==> config.mk <==
export PLATFORM = sky130hd
export DESIGN_NAME = session_device_link_table_top
export DESIGN_NICKNAME = d
export VERILOG_FILES = /design/src/rtl/sdlt_pkg.sv /design/src/rtl/sdlt_ram.sv /design/src/rtl/sdlt_ctrl.sv /design/src/rtl/sdlt_datapath.sv /design/src/rtl/session_device_link_table_top.sv
export SDC_FILE = /design/constraint.sdc
export NUM_CORES = 1
export LEC_CHECK = 0
export BUFFER_PORTS_ARGS = -buffer_cell sky130_fd_sc_hd__buf_2
export CAP_MARGIN = 20
export CORE_MARGIN = 2
export CORE_UTILIZATION = 40
export CTS_BUF_LIST = sky130_fd_sc_hd__clkbuf_2 sky130_fd_sc_hd__clkbuf_4 sky130_fd_sc_hd__clkbuf_8
export CTS_CLUSTER_DIAMETER = 60
export DETAILED_ROUTE_END_ITERATION = 7
export SYNTH_ARGS = -nofsm -noshare
export SYNTH_HDL_FRONTEND = slang
export SYNTH_SLANG_ARGS = --single-unit
==> constraint.sdc <==
create_clock -name clk -period 6.1 [get_ports clk]
set_clock_uncertainty 0.05 [all_clocks]
set_input_delay 0.61 -clock clk [delete_from_list [all_inputs] [get_ports clk]]
set_output_delay 0.61 -clock clk [all_outputs]
set_load 0.02 [all_outputs]
==> src/rtl/sdlt_pkg.sv <==
// ----------------------------------------------------------------------------
// sdlt_pkg
// Shared types and constants for the session/device link table.
// ----------------------------------------------------------------------------
package sdlt_pkg;

  // Input selector values
  localparam logic [1:0] FUNC_MSG   = 2'd0;
  localparam logic [1:0] FUNC_CLOSE = 2'd1;
  localparam logic [1:0] FUNC_PKT   = 2'd2;

  // Command byte values
  localparam logic [7:0] CMD_SCAN = 8'd0;
  localparam logic [7:0] CMD_LINK = 8'd1;
  localparam logic [7:0] CMD_SEND = 8'd2;

  // Reply codes
  localparam logic [2:0] RC_OK      = 3'd0;
  localparam logic [2:0] RC_ACK     = 3'd1;
  localparam logic [2:0] RC_INVALID = 3'd2;
  localparam logic [2:0] RC_ERROR   = 3'd3;
  localparam logic [2:0] RC_UNKNOWN = 3'd4;

  // Actions
  localparam logic [1:0] ACT_NONE    = 2'd0;
  localparam logic [1:0] ACT_SCAN    = 2'd1;
  localparam logic [1:0] ACT_FORWARD = 2'd2;

  // Result kinds
  localparam logic KIND_REPLY   = 1'b0;
  localparam logic KIND_FORWARD = 1'b1;

  // Message length rules
  localparam logic [15:0] SCAN_LEN     = 16'd1;
  localparam logic [15:0] LINK_LEN     = 16'd2;
  localparam logic [15:0] SEND_MIN_LEN = 16'd6;

  // Fan-out limit per downstream packet
  localparam int unsigned MAX_RESULTS = 8;
  localparam int unsigned FAN_CNT_W   = $clog2(MAX_RESULTS + 1);

  // Field widths
  localparam int unsigned SESS_W = 16;
  localparam int unsigned DEV_W  = 8;
  localparam int unsigned ENTRY_W = SESS_W + DEV_W;

  // Work class of a captured item
  typedef enum logic [2:0] {
    OP_REPLY,
    OP_LINK,
    OP_SEND,
    OP_CLOSE,
    OP_FANOUT,
    OP_DROP
  } op_t;

  // Controller states
  typedef enum logic [2:0] {
    ST_IDLE,
    ST_DECODE,
    ST_READ,
    ST_EVAL,
    ST_REPLY,
    ST_FLUSH
  } state_t;

  // Controller to datapath commands
  typedef struct packed {
    logic load_item;
    logic clr_scan;
    logic eval;
    logic inc;
    logic emit_reply;
    logic emit_last;
  } cmd_t;

  // Datapath to controller status
  typedef struct packed {
    op_t  op;
    logic cnt_last;
    logic out_free;
    logic fan_stall;
    logic pend_v;
  } status_t;

endpackage

==> src/rtl/sdlt_ram.sv <==
// ----------------------------------------------------------------------------
// sdlt_ram
// Generic single-write, single-read RAM with registered read data.
// ----------------------------------------------------------------------------
module sdlt_ram #(
  parameter int unsigned WIDTH = 24,
  parameter int unsigned DEPTH = 8
) (
  input  logic                                  clk,
  input  logic                                  wr_en,
  input  logic [(DEPTH > 1 ? $clog2(DEPTH) : 1)-1:0] wr_addr,
  input  logic [WIDTH-1:0]                      wr_data,
  input  logic [(DEPTH > 1 ? $clog2(DEPTH) : 1)-1:0] rd_addr,
  output logic [WIDTH-1:0]                      rd_data
);

  logic [WIDTH-1:0] mem [DEPTH];
  logic [WIDTH-1:0] rd_data_r;

  // Write and registered read
  always_ff @(posedge clk) begin
    if (wr_en) begin
      mem[wr_addr] <= wr_data;
    end
    rd_data_r <= mem[rd_addr];
  end

  assign rd_data = rd_data_r;

endmodule

==> src/rtl/sdlt_ctrl.sv <==
// ----------------------------------------------------------------------------
// sdlt_ctrl
// Controller: sequences item capture, the slot walk and result emission.
// ----------------------------------------------------------------------------
module sdlt_ctrl (
  input  logic              clk,
  input  logic              rst_n,
  input  logic              in_tvalid,
  output logic              in_tready,
  input  sdlt_pkg::status_t sts,
  output sdlt_pkg::cmd_t    cmd
);

  sdlt_pkg::state_t state_r, state_nxt;

  // State register
  always_ff @(posedge clk) begin
    if (!rst_n) begin
      state_r <= sdlt_pkg::ST_IDLE;
    end else begin
      state_r <= state_nxt;
    end
  end

  // Next state and commands
  always_comb begin
    state_nxt = state_r;
    cmd       = '0;
    in_tready = 1'b0;
    case (state_r)
      sdlt_pkg::ST_IDLE: begin
        in_tready = 1'b1;
        if (in_tvalid) begin
          cmd.load_item = 1'b1;
          state_nxt     = sdlt_pkg::ST_DECODE;
        end
      end
      sdlt_pkg::ST_DECODE: begin
        case (sts.op)
          sdlt_pkg::OP_REPLY: state_nxt = sdlt_pkg::ST_REPLY;
          sdlt_pkg::OP_DROP:  state_nxt = sdlt_pkg::ST_IDLE;
          default: begin
            cmd.clr_scan = 1'b1;
            state_nxt    = sdlt_pkg::ST_READ;
          end
        endcase
      end
      sdlt_pkg::ST_READ: begin
        state_nxt = sdlt_pkg::ST_EVAL;
      end
      sdlt_pkg::ST_EVAL: begin
        // Hold while a forward waits for room in the output register
        if (!sts.fan_stall) begin
          cmd.eval = 1'b1;
          if (sts.cnt_last) begin
            case (sts.op)
              sdlt_pkg::OP_LINK, sdlt_pkg::OP_SEND: state_nxt = sdlt_pkg::ST_REPLY;
              sdlt_pkg::OP_FANOUT: state_nxt = sdlt_pkg::ST_FLUSH;
              default: state_nxt = sdlt_pkg::ST_IDLE;
            endcase
          end else begin
            cmd.inc   = 1'b1;
            state_nxt = sdlt_pkg::ST_READ;
          end
        end
      end
      sdlt_pkg::ST_REPLY: begin
        if (sts.out_free) begin
          cmd.emit_reply = 1'b1;
          state_nxt      = sdlt_pkg::ST_IDLE;
        end
      end
      sdlt_pkg::ST_FLUSH: begin
        // Emit the held forward as the final one, if any match was found
        if (!sts.pend_v) begin
          state_nxt = sdlt_pkg::ST_IDLE;
        end else if (sts.out_free) begin
          cmd.emit_last = 1'b1;
          state_nxt     = sdlt_pkg::ST_IDLE;
        end
      end
      default: state_nxt = sdlt_pkg::ST_IDLE;
    endcase
  end

endmodule

==> src/rtl/sdlt_datapath.sv <==
// ----------------------------------------------------------------------------
// sdlt_datapath
// Datapath: item register, link table RAM with valid bits, slot walk
// flags, pending forward and the output register.
// ----------------------------------------------------------------------------
module sdlt_datapath #(
  parameter int unsigned LINK_SLOTS = 8
) (
  input  logic              clk,
  input  logic              rst_n,
  input  logic [47:0]       in_tdata,
  input  logic [1:0]        in_tuser,
  input  sdlt_pkg::cmd_t    cmd,
  output sdlt_pkg::status_t sts,
  output logic              out_tvalid,
  input  logic              out_tready,
  output logic [31:0]       out_tdata,
  output logic              out_tuser,
  output logic              out_tlast
);

  localparam int unsigned SLOT_W = (LINK_SLOTS > 1) ? $clog2(LINK_SLOTS) : 1;
  localparam logic [SLOT_W-1:0] SLOT_LAST = SLOT_W'(LINK_SLOTS - 1);

  // Captured item
  logic [1:0]                  func_r;
  logic [sdlt_pkg::SESS_W-1:0] sess_r;
  logic [15:0]                 len_r;
  logic [7:0]                  cmd_byte_r;
  logic [sdlt_pkg::DEV_W-1:0]  dev_r;

  // Walk state
  logic [SLOT_W-1:0]              cnt_r;
  logic                           found_r;
  logic                           free_found_r;
  logic [SLOT_W-1:0]              free_idx_r;
  logic [LINK_SLOTS-1:0]          valid_r;
  logic                           pend_v_r;
  logic [sdlt_pkg::SESS_W-1:0]    pend_sess_r;
  logic [sdlt_pkg::FAN_CNT_W-1:0] fan_cnt_r;

  // Output register
  logic                        out_valid_r;
  logic                        out_kind_r;
  logic [2:0]                  out_code_r;
  logic [1:0]                  out_act_r;
  logic [sdlt_pkg::SESS_W-1:0] out_sess_r;
  logic [sdlt_pkg::DEV_W-1:0]  out_dev_r;
  logic                        out_last_r;

  // Table RAM
  logic                         ram_we;
  logic [sdlt_pkg::ENTRY_W-1:0] ram_rd;
  logic [sdlt_pkg::SESS_W-1:0]  rd_sess;
  logic [sdlt_pkg::DEV_W-1:0]   rd_dev;

  sdlt_pkg::op_t op;
  logic [2:0]    rep_code;
  logic [1:0]    rep_act;
  logic [7:0]    rep_dev;
  logic          occ;
  logic          sess_hit;
  logic          dev_hit;
  logic          fan_match;
  logic          out_free;

  sdlt_ram #(
    .WIDTH (sdlt_pkg::ENTRY_W),
    .DEPTH (LINK_SLOTS)
  ) u_ram (
    .clk     (clk),
    .wr_en   (ram_we),
    .wr_addr (free_idx_r),
    .wr_data ({dev_r, sess_r}),
    .rd_addr (cnt_r),
    .rd_data (ram_rd)
  );

  assign rd_sess   = ram_rd[sdlt_pkg::SESS_W-1:0];
  assign rd_dev    = ram_rd[sdlt_pkg::ENTRY_W-1:sdlt_pkg::SESS_W];
  assign occ       = valid_r[cnt_r];
  assign sess_hit  = occ && (rd_sess == sess_r);
  assign dev_hit   = occ && (rd_dev == dev_r);
  assign fan_match = dev_hit && (fan_cnt_r != sdlt_pkg::FAN_CNT_W'(sdlt_pkg::MAX_RESULTS));
  assign out_free  = !out_valid_r || out_tready;
  assign ram_we    = cmd.emit_reply && (op == sdlt_pkg::OP_LINK) && !found_r && free_found_r;

  // Classify the captured item and form its reply
  always_comb begin
    op       = sdlt_pkg::OP_DROP;
    rep_code = sdlt_pkg::RC_INVALID;
    rep_act  = sdlt_pkg::ACT_NONE;
    rep_dev  = dev_r;
    case (func_r)
      sdlt_pkg::FUNC_MSG: begin
        op = sdlt_pkg::OP_REPLY;
        if (len_r == '0) begin
          rep_dev = '0;
        end else begin
          case (cmd_byte_r)
            sdlt_pkg::CMD_SCAN: begin
              rep_dev = '0;
              if (len_r == sdlt_pkg::SCAN_LEN) begin
                rep_code = sdlt_pkg::RC_OK;
                rep_act  = sdlt_pkg::ACT_SCAN;
              end
            end
            sdlt_pkg::CMD_LINK: begin
              if (len_r == sdlt_pkg::LINK_LEN) begin
                if (sess_r == '0) begin
                  rep_code = sdlt_pkg::RC_ERROR;
                end else begin
                  op       = sdlt_pkg::OP_LINK;
                  rep_code = (!found_r && free_found_r) ? sdlt_pkg::RC_ACK
                                                        : sdlt_pkg::RC_ERROR;
                end
              end
            end
            sdlt_pkg::CMD_SEND: begin
              if (len_r >= sdlt_pkg::SEND_MIN_LEN) begin
                op       = sdlt_pkg::OP_SEND;
                rep_code = found_r ? sdlt_pkg::RC_OK : sdlt_pkg::RC_ERROR;
                rep_act  = found_r ? sdlt_pkg::ACT_FORWARD : sdlt_pkg::ACT_NONE;
              end
            end
            default: begin
              rep_dev  = '0;
              rep_code = sdlt_pkg::RC_UNKNOWN;
            end
          endcase
        end
      end
      sdlt_pkg::FUNC_CLOSE: op = (sess_r == '0) ? sdlt_pkg::OP_DROP : sdlt_pkg::OP_CLOSE;
      sdlt_pkg::FUNC_PKT:   op = sdlt_pkg::OP_FANOUT;
      default:              op = sdlt_pkg::OP_DROP;
    endcase
  end

  // Status to the controller
  always_comb begin
    sts.op        = op;
    sts.cnt_last  = (cnt_r == SLOT_LAST);
    sts.out_free  = out_free;
    sts.fan_stall = (op == sdlt_pkg::OP_FANOUT) && fan_match && pend_v_r && !out_free;
    sts.pend_v    = pend_v_r;
  end

  // Capture the input item
  always_ff @(posedge clk) begin
    if (cmd.load_item) begin
      sess_r     <= in_tdata[15:0];
      len_r      <= in_tdata[31:16];
      cmd_byte_r <= in_tdata[39:32];
      dev_r      <= in_tdata[47:40];
      func_r     <= in_tuser;
    end
  end

  // Walk the slots: counter, flags, valid bits and pending forward
  always_ff @(posedge clk) begin
    if (!rst_n) begin
      cnt_r        <= '0;
      found_r      <= 1'b0;
      free_found_r <= 1'b0;
      free_idx_r   <= '0;
      valid_r      <= '0;
      pend_v_r     <= 1'b0;
      fan_cnt_r    <= '0;
    end else begin
      if (cmd.clr_scan) begin
        cnt_r        <= '0;
        found_r      <= 1'b0;
        free_found_r <= 1'b0;
        pend_v_r     <= 1'b0;
        fan_cnt_r    <= '0;
      end
      if (cmd.inc) begin
        cnt_r <= cnt_r + SLOT_W'(1);
      end
      if (cmd.eval) begin
        case (op)
          sdlt_pkg::OP_LINK: begin
            if (sess_hit) begin
              found_r <= 1'b1;
            end
            if (!occ && !free_found_r) begin
              free_found_r <= 1'b1;
              free_idx_r   <= cnt_r;
            end
          end
          sdlt_pkg::OP_SEND: begin
            if (sess_hit && dev_hit) begin
              found_r <= 1'b1;
            end
          end
          sdlt_pkg::OP_CLOSE: begin
            if (sess_hit) begin
              valid_r[cnt_r] <= 1'b0;
            end
          end
          sdlt_pkg::OP_FANOUT: begin
            if (fan_match) begin
              pend_v_r    <= 1'b1;
              pend_sess_r <= rd_sess;
              fan_cnt_r   <= fan_cnt_r + sdlt_pkg::FAN_CNT_W'(1);
            end
          end
          default: begin
          end
        endcase
      end
      if (ram_we) begin
        valid_r[free_idx_r] <= 1'b1;
      end
      if (cmd.emit_last) begin
        pend_v_r <= 1'b0;
      end
    end
  end

  // Output register valid
  always_ff @(posedge clk) begin
    if (!rst_n) begin
      out_valid_r <= 1'b0;
    end else if (cmd.emit_reply || cmd.emit_last ||
                 (cmd.eval && (op == sdlt_pkg::OP_FANOUT) && fan_match && pend_v_r)) begin
      out_valid_r <= 1'b1;
    end else if (out_tready) begin
      out_valid_r <= 1'b0;
    end
  end

  // Output register payload
  always_ff @(posedge clk) begin
    if (cmd.emit_reply) begin
      out_kind_r <= sdlt_pkg::KIND_REPLY;
      out_code_r <= rep_code;
      out_act_r  <= rep_act;
      out_sess_r <= sess_r;
      out_dev_r  <= rep_dev;
      out_last_r <= 1'b1;
    end else if (cmd.emit_last ||
                 (cmd.eval && (op == sdlt_pkg::OP_FANOUT) && fan_match && pend_v_r)) begin
      out_kind_r <= sdlt_pkg::KIND_FORWARD;
      out_code_r <= sdlt_pkg::RC_OK;
      out_act_r  <= sdlt_pkg::ACT_NONE;
      out_sess_r <= pend_sess_r;
      out_dev_r  <= dev_r;
      out_last_r <= cmd.emit_last;
    end
  end

  assign out_tvalid = out_valid_r;
  assign out_tdata  = {3'b000, out_dev_r, out_sess_r, out_act_r, out_code_r};
  assign out_tuser  = out_kind_r;
  assign out_tlast  = out_last_r;

endmodule

==> src/rtl/session_device_link_table_top.sv <==
// ----------------------------------------------------------------------------
// session_device_link_table_top
// Session/device link table: command replies, session close and packet
// fan-out to linked sessions.
// ----------------------------------------------------------------------------
//  Channel  Direction  Payload
//  in_*     slave      tuser: func; tdata: session, msg_len, cmd_byte, device_num
//  out_*    master     tuser: kind; tdata: reply_code, action, target_session,
//                      target_device; tlast: last
//
//  Flow: a message answered without a table walk goes from decode to the reply;
//  an ignored item or a close of session zero returns to idle after decode;
//  link, send, packet and close items walk every slot through the table RAM read
//  port, a read state then an eval state per slot; one item is taken at a time.
//  Reset: synchronous, active low; clears all valid bits, so the table is
//  empty at once with no clearing pass.
//  Stalls: a held output stalls the walk when a further forward is due, and
//  holds a reply or the final forward until the output register frees.
// ----------------------------------------------------------------------------
module session_device_link_table_top #(
  parameter int unsigned LINK_SLOTS = 8
) (
  input  logic        clk,
  input  logic        rst_n,
  input  logic        in_tvalid,
  output logic        in_tready,
  input  logic [47:0] in_tdata,   // session[15:0], msg_len[31:16], cmd_byte[39:32],
                                  // device_num[47:40]
  input  logic [1:0]  in_tuser,   // func[1:0]
  output logic        out_tvalid,
  input  logic        out_tready,
  output logic [31:0] out_tdata,  // reply_code[2:0], action[4:3],
                                  // target_session[20:5], target_device[28:21]
  output logic        out_tuser,  // kind[0]
  output logic        out_tlast
);

  sdlt_pkg::cmd_t    cmd;
  sdlt_pkg::status_t sts;

  sdlt_ctrl u_ctrl (
    .clk       (clk),
    .rst_n     (rst_n),
    .in_tvalid (in_tvalid),
    .in_tready (in_tready),
    .sts       (sts),
    .cmd       (cmd)
  );

  sdlt_datapath #(
    .LINK_SLOTS (LINK_SLOTS)
  ) u_datapath (
    .clk        (clk),
    .rst_n      (rst_n),
    .in_tdata   (in_tdata),
    .in_tuser   (in_tuser),
    .cmd        (cmd),
    .sts        (sts),
    .out_tvalid (out_tvalid),
    .out_tready (out_tready),
    .out_tdata  (out_tdata),
    .out_tuser  (out_tuser),
    .out_tlast  (out_tlast)
  );

endmodule

# After elaboration in Yosys (flattened, before gate mapping)
# Memory sizes are Yosys's and may differ from the RTL's. A register that Yosys moved wholly into a read port is not among the register bits.
# Index checks and enable logic that the tools add are counted.
# word_totals
regBits,122
mem_bits_rw,192
in_bits,54
out_inout_bits,36
elab_cells,184
mem_count,1
# classes
addsub,2
magnitude_cmp,5
eq_ne,22
mux,87
bitwise_logic,4
reduce_logical,42
# memory_table
name,words,word_bits,rd,rd_ports_with_merged_regs,wr,line_no,rtl
u_datapath.u_ram.mem,8,24,1,1,1,sdlt_ram.sv:17,logic [WIDTH-1:0] mem [DEPTH];
# ops
op,n
2-to-1 mux 8 bit,10
2-to-1 mux 3 bit,17
zero test 16 bit,2
2-to-1 mux 16 bit,2
2-to-1 mux 1 bit,31
2-to-1 mux 2 bit,12
case mux 3 bit (2 select lines),3
case mux 3 bit (3 select lines),2
case mux 3 bit (6 select lines),1
logical AND 1 bit,17
equality test 16 x 1 -> 1 bit (second input constant),1
equality test 16 bit,1
equality test 16 x 2 -> 1 bit (second input constant),1
>= comparator 16 x 3 -> 1 bit (second input constant),1
2-to-1 mux 4 bit,4
equality test 3 bit (second input constant),5
equality test 3 x 2 -> 1 bit (second input constant),4
AND 8 bit,1
equality test 8 x 1 -> 1 bit (second input constant),1
equality test 8 x 2 -> 1 bit (second input constant),1
equality test 8 bit,1
zero test 8 bit,1
less-than comparator 3 x 4 -> 1 bit (second input constant),2
NOT 8 bit,1
other kinds (23),40

# Depth between registers and ports, before layout
# logic_depth
ltp_word,18
depth_mapped,8
depth_no_buf,7

# Cells and area by module
# Synthesis repeated with hierarchy kept, for this count alone.
# hier_totals
hier_cells,724
hier_area_um2,13168.9
# by_module_without_submodules
mod,n_inst,cells_per_inst,area_per_inst_um2
sdlt_ram,1,314,7810.0
sdlt_datapath,1,367,5047.3
sdlt_ctrl,1,43,311.5

# Least setup slack after synthesis
# No wires, ideal clock.
# synth_timing
path_kind,register to register
from,register u_datapath.cmd_byte_r[3]
to,memory u_datapath.u_ram.mem[1][0] (enable)
t_arrival_ps,2525
required_ps,5644
setup_slack_ps,3118
stages_incl_launch_ff,7
path_buffers,0
cell_sequence,edfxtp_1 -> nor4_1 -> nand2_1 -> nor3b_1 -> and3_1 -> nand2_1 -> nor2_1
# synth_via
elab_chain_len,10
word_cells_on_any_way,11
cone_classes,eq/ne: 3; mux: 5; reduce/logical: 3
# synth_rtl
element,line_no,rtl
start: declaration,sdlt_datapath.sv:29,logic [7:0] cmd_byte_r;
start signal: assignment,sdlt_datapath.sv:153,cmd_byte_r <= in_tdata[39:32];
equality test 8 x 2 -> 1 bit or equality test 8 x 1 -> 1 bit (tied branches),sdlt_datapath.sv:100,case (cmd_byte_r)
case mux 3 bit (2 select lines) (*),sdlt_datapath.sv:100,
2-to-1 mux 3 bit (*),sdlt_datapath.sv:97,if (len_r == '0) begin
case mux 3 bit (3 select lines) (*),sdlt_datapath.sv:94,case (func_r)
equality test 3 x 1 -> 1 bit (*),sdlt_datapath.sv:86,assign ram_we = cmd.emit_reply && (op == sdlt_pkg::OP_LINK) && !found_r && free_found_r;
logical AND 1 bit (*) (3 in a row),sdlt_datapath.sv:86,
2-to-1 mux 1 bit (*),sdlt_ram.sv:22,if (wr_en) begin
2-to-1 mux 1 bit (implied by the code) (*),sdlt_ram.sv:23,mem[wr_addr] <= wr_data;
end: declaration,sdlt_ram.sv:17,
# Mark *: on every way between the ends. The rest lies on a longest branch, timed or not.

# Worst setup path after layout
# layout_timing
from,register u_datapath.dev_r[3] (netlist bit)
to,register u_datapath.out_dev_r[0] (netlist bit) (enable)
# layout_via
elab_chain_len,13
# layout_rtl
element,line_no,rtl
start: declaration,sdlt_datapath.sv:30,logic [sdlt_pkg::DEV_W-1:0] dev_r;
start signal: assignment,sdlt_datapath.sv:154,dev_r <= in_tdata[47:40];
equality test 8 bit (*),sdlt_datapath.sv:83,assign dev_hit = occ && (rd_dev == dev_r);
logical AND 1 bit (*),sdlt_datapath.sv:83,
logical AND 1 bit (*),sdlt_datapath.sv:84,assign fan_match = dev_hit && (fan_cnt_r != sdlt_pkg::FAN_CNT_W'(sdlt_pkg::MAX_RESULTS));
logical AND 1 bit (3 in a row),sdlt_datapath.sv:144,sts.fan_stall = (op == sdlt_pkg::OP_FANOUT) && fan_match && pend_v_r && !out_free;
2-to-1 mux 2 bit,sdlt_ctrl.sv:53,if (!sts.fan_stall) begin
2-to-1 mux 2 bit,sdlt_ctrl.sv:30,case (state_r)
logical AND 1 bit,sdlt_datapath.sv:243,(cmd.eval && (op == sdlt_pkg::OP_FANOUT) && fan_match && pend_v_r)) begin
logical AND 1 bit (*) (2 in a row),sdlt_datapath.sv:243,
logical OR 1 bit (*),sdlt_datapath.sv:242,end else if (cmd.emit_last ||
nonzero test 2 bit (no source line) (*),--,
end signal: assignment,sdlt_datapath.sv:240,out_dev_r <= rep_dev;
end signal: assignment,sdlt_datapath.sv:248,out_dev_r <= dev_r;
end: declaration,sdlt_datapath.sv:48,logic [sdlt_pkg::DEV_W-1:0] out_dev_r;
# Marked as above.
# A chain may end at the register's enable or synchronous reset.

==> flow_summary.toml <==
[run_status]
outcome = "complete, no violations"

[detailed_routing]
drc = 0
drtIter0Drc = 567
wl_per_cell_um = 20.3
ant_nets = 0
vias_per_cell = 5.34
vias = 7250
dr.pass1.iters = 5
wl_um = 27600

[floorplan]
dieArea_um2 = 32500
die_height_um = 180
core_um2 = 30600
die_w_um = 180
start_util_pct = 40.7
rows = 64
num_io_pins = 90

[worst_hold_path]
hp-start = "in_tdata[12]"
hold_path_depth = 1
hold_path_class = "input pin to register"

[logic_synthesis]
yosys.area.top_type_share_pct = 69.3
synth_top_cell_by_area = "edfxtp_1"
netlist_instances = 794
synth_edf_count = 287
async_flop_share_pct = 0
syn_avg_cell_area_um2 = 15.7
synth-seq-area-share_pct = 77.5
ys_warn_count = 0
synth_area_um2 = 12400
synth_seq_cells = 338
synth_flop_cell = "edfxtp_1"
ys_top_cells_by_area = "edfxtp_1 69%, dfxtp_1 8.2%, a22oi_1 5.8%, nand2_1 2.2%, nand4_1 1.6%"
ys_types = 48

[cts]
cts_hold_buf = 0
clock_latency_ns = 0.58
clk_pin_slew_ns = 0.06
clockBufferDepth = 3
cts_tree = "done"
cts_resized = 0
cts_setup_buffers = 0
root_buffer = "clkbuf_8"
htreeDepth = 2
cts.sinks = 338
numCtsBuffers = 53

[final_layout]
nNetsFinal = 976
drive_above_1_share_pct = 23.3
mostFrequentLayoutCell = "edfxtp_1"
final_cell_mix = "287 x edfxtp_1, 96 x a22oi_1, 86 x buf_2, 73 x nand2_1, 59 x clkbuf_8"
area_growth_pct = 16.9
diodes = 0
nFillCells = 2664

[setup_path]
crit_chain = "xor2_1, nor4_1, and3_1, nand4b_2, nand2_1, nand2_1, nand2_1, buf_4"
crit_arrival_ns = 3.75
crit_type = "register to register"
critPathLaunchType = "register"
cp_slowest_cell = "edfxtp_1"
max_stage_delay_ns = 0.53
r2r_start = "u_datapath.dev_r[3]"
r2r_cells = 8
cp-startpoint = "u_datapath.dev_r[3]"
critical_path.most_common_cell = "nand2_1"
endpoint_kind = "register"
crit_required_ns = 6.31
crit_fanout = 17

[power_and_ir_drop]
power_frac_clock_pct = 41.5
finalPower_uw = 4650
p_leak_uw = 0.00490
pwr-share-seq_pct = 56.1
swShare_pct = 20.6
ir_drop_mv = 0.161
p_per_area_nw_per_um2 = 320
power.internal_uw = 3690
pwr-share-comb_pct = 2.4
p_sw_uw = 957

[global_route]
grtUsageMet2_pct = 26.4
track_usage_pct = 16.8
grt_overflow = 0
met1_usage_pct = 23.8
grt_pass1_vias = 7096
use_met3_pct = 3.44
top_usage_layer = "met2"
grt_pass1_wl_um = 42000
grt_antenna_before_repair = 0
grt_max_degree = 51

[place]
place_ws_ns = 2.54
dp_hpwl_um = 16100
finalWeightedCongestion = 0.759
port_buffers = 86

[timing]
rsz0062_at_grt = "no"
fin_crit_sh_pct = 58.1
tns_ns = 0
final-setup-viol-count = 0
maxSlewHeadroom_pct = 36.5
setup_ws_ns = 2.56
worst_slew_pin_slew_ns = 0.951
fin_crit_ns = 3.54
fmax_mhz = 282
maxSlewViolCount = 0
hold_violations = 0

[job]
drv_cap = 0
==> flip-flops by register name, indices dropped and copies added, names as in the netlist, 4 cells and up <==
| name | cells |
|---|---|
| u_datapath.out_dev_r | 8 |
| u_datapath.cmd_byte_r | 8 |
| u_datapath.dev_r | 8 |
| u_datapath.pend_sess_r | 16 |
| u_datapath.fan_cnt_r | 4 |
| u_datapath.u_ram.mem | 192 |
| u_datapath.out_sess_r | 16 |
| u_datapath.len_r | 16 |
| u_datapath.valid_r | 8 |
| u_datapath.sess_r | 16 |
| u_datapath.u_ram.rd_data | 24 |
==> cells by family after synthesis <==
group                    count (synthesis)  share of synthesized area, %
buffers and inverters                   47                          1.57
flip-flops                             338                          77.5
AO/OA/AOI/OAI                          148                          8.64
XOR/XNOR                                25                          1.76
adder cells (fa/ha/maj)                  4                         0.402
AND/OR/NAND/NOR                        225                          9.39
multiplexers                             6                         0.694
other                                    1                        0.0302
==> critical path, delay by kind of cell (launching register included) <==
kind	cells	cell delay, ns
simple gates	6	2.00
buf+inv	1	0.39
flops	1	0.53
xor+xnor	1	0.22
==> Yosys cell counts (11+ instances only) <==
master    instances
nand3_1          16
dfxtp_1          51
nand2_1          73
clkbuf_1         32
and2_1           11
nor4_1           17
nor2_1           32
inv_1            11
nand4_1          32
a22oi_1          96
a21oi_1          18
xnor2_1          17
edfxtp_1        287
==> worst paths after layout <==
kind                                                  end  slack (ns)
worst min-delay path                u_datapath.sess_r[12]        0.15
worst max register to register    u_datapath.out_dev_r[0]        2.56
worst min register to register  u_datapath.pend_sess_r[2]        0.41
worst max-delay path              u_datapath.out_dev_r[0]        2.56
==> per-layer routing <==
layer  share of wire (%)  vias up
met5                   0        -
met4                 1.5        0
met3                 6.1       36
met2                  46      226
met1                  47     3620
li1                    -     3368
==> layout make-up <==
| class | count | area, um2 | area share [%] |
|---|---|---|---|
| sequential | 338 | 9640 | 66.3 |
| multi-input combinational | 411 | 2670 | 18.4 |
| clock buffer | 86 | 1010 | 6.98 |
| timing repair buffer | 103 | 582 | 4.00 |
| tap | 396 | 495 | 3.41 |
| clock inverter | 13 | 97.6 | 0.671 |
| inverter | 11 | 41.3 | 0.284 |
==> per-stage QoR <==
stage | cells | area (um2) | util, % | hold WS, ns
after floorplan | 796 | 12400 | - | 0.379
after global placement | 1257 | 13400 | 43.8 | 0.391
after detailed placement | 1258 | 13400 | 43.9 | 0.388
after CTS | 1357 | 14500 | 47.5 | 0.112
after global routing | 1358 | 14500 | 47.5 | 0.110
final | 1358 | 14500 | 47.5 | 0.154
==> power groups by stage <==
stage,sequential [uW],combinational [uW],clock (uW)
floorplan,2640,62.6,0
detailed placement,2660,112,0
CTS,2610,113,1980
global placement,2650,111,0
global route,2620,122,2070
finish,2610,110,1930
(Power assumes the default switching activity.)
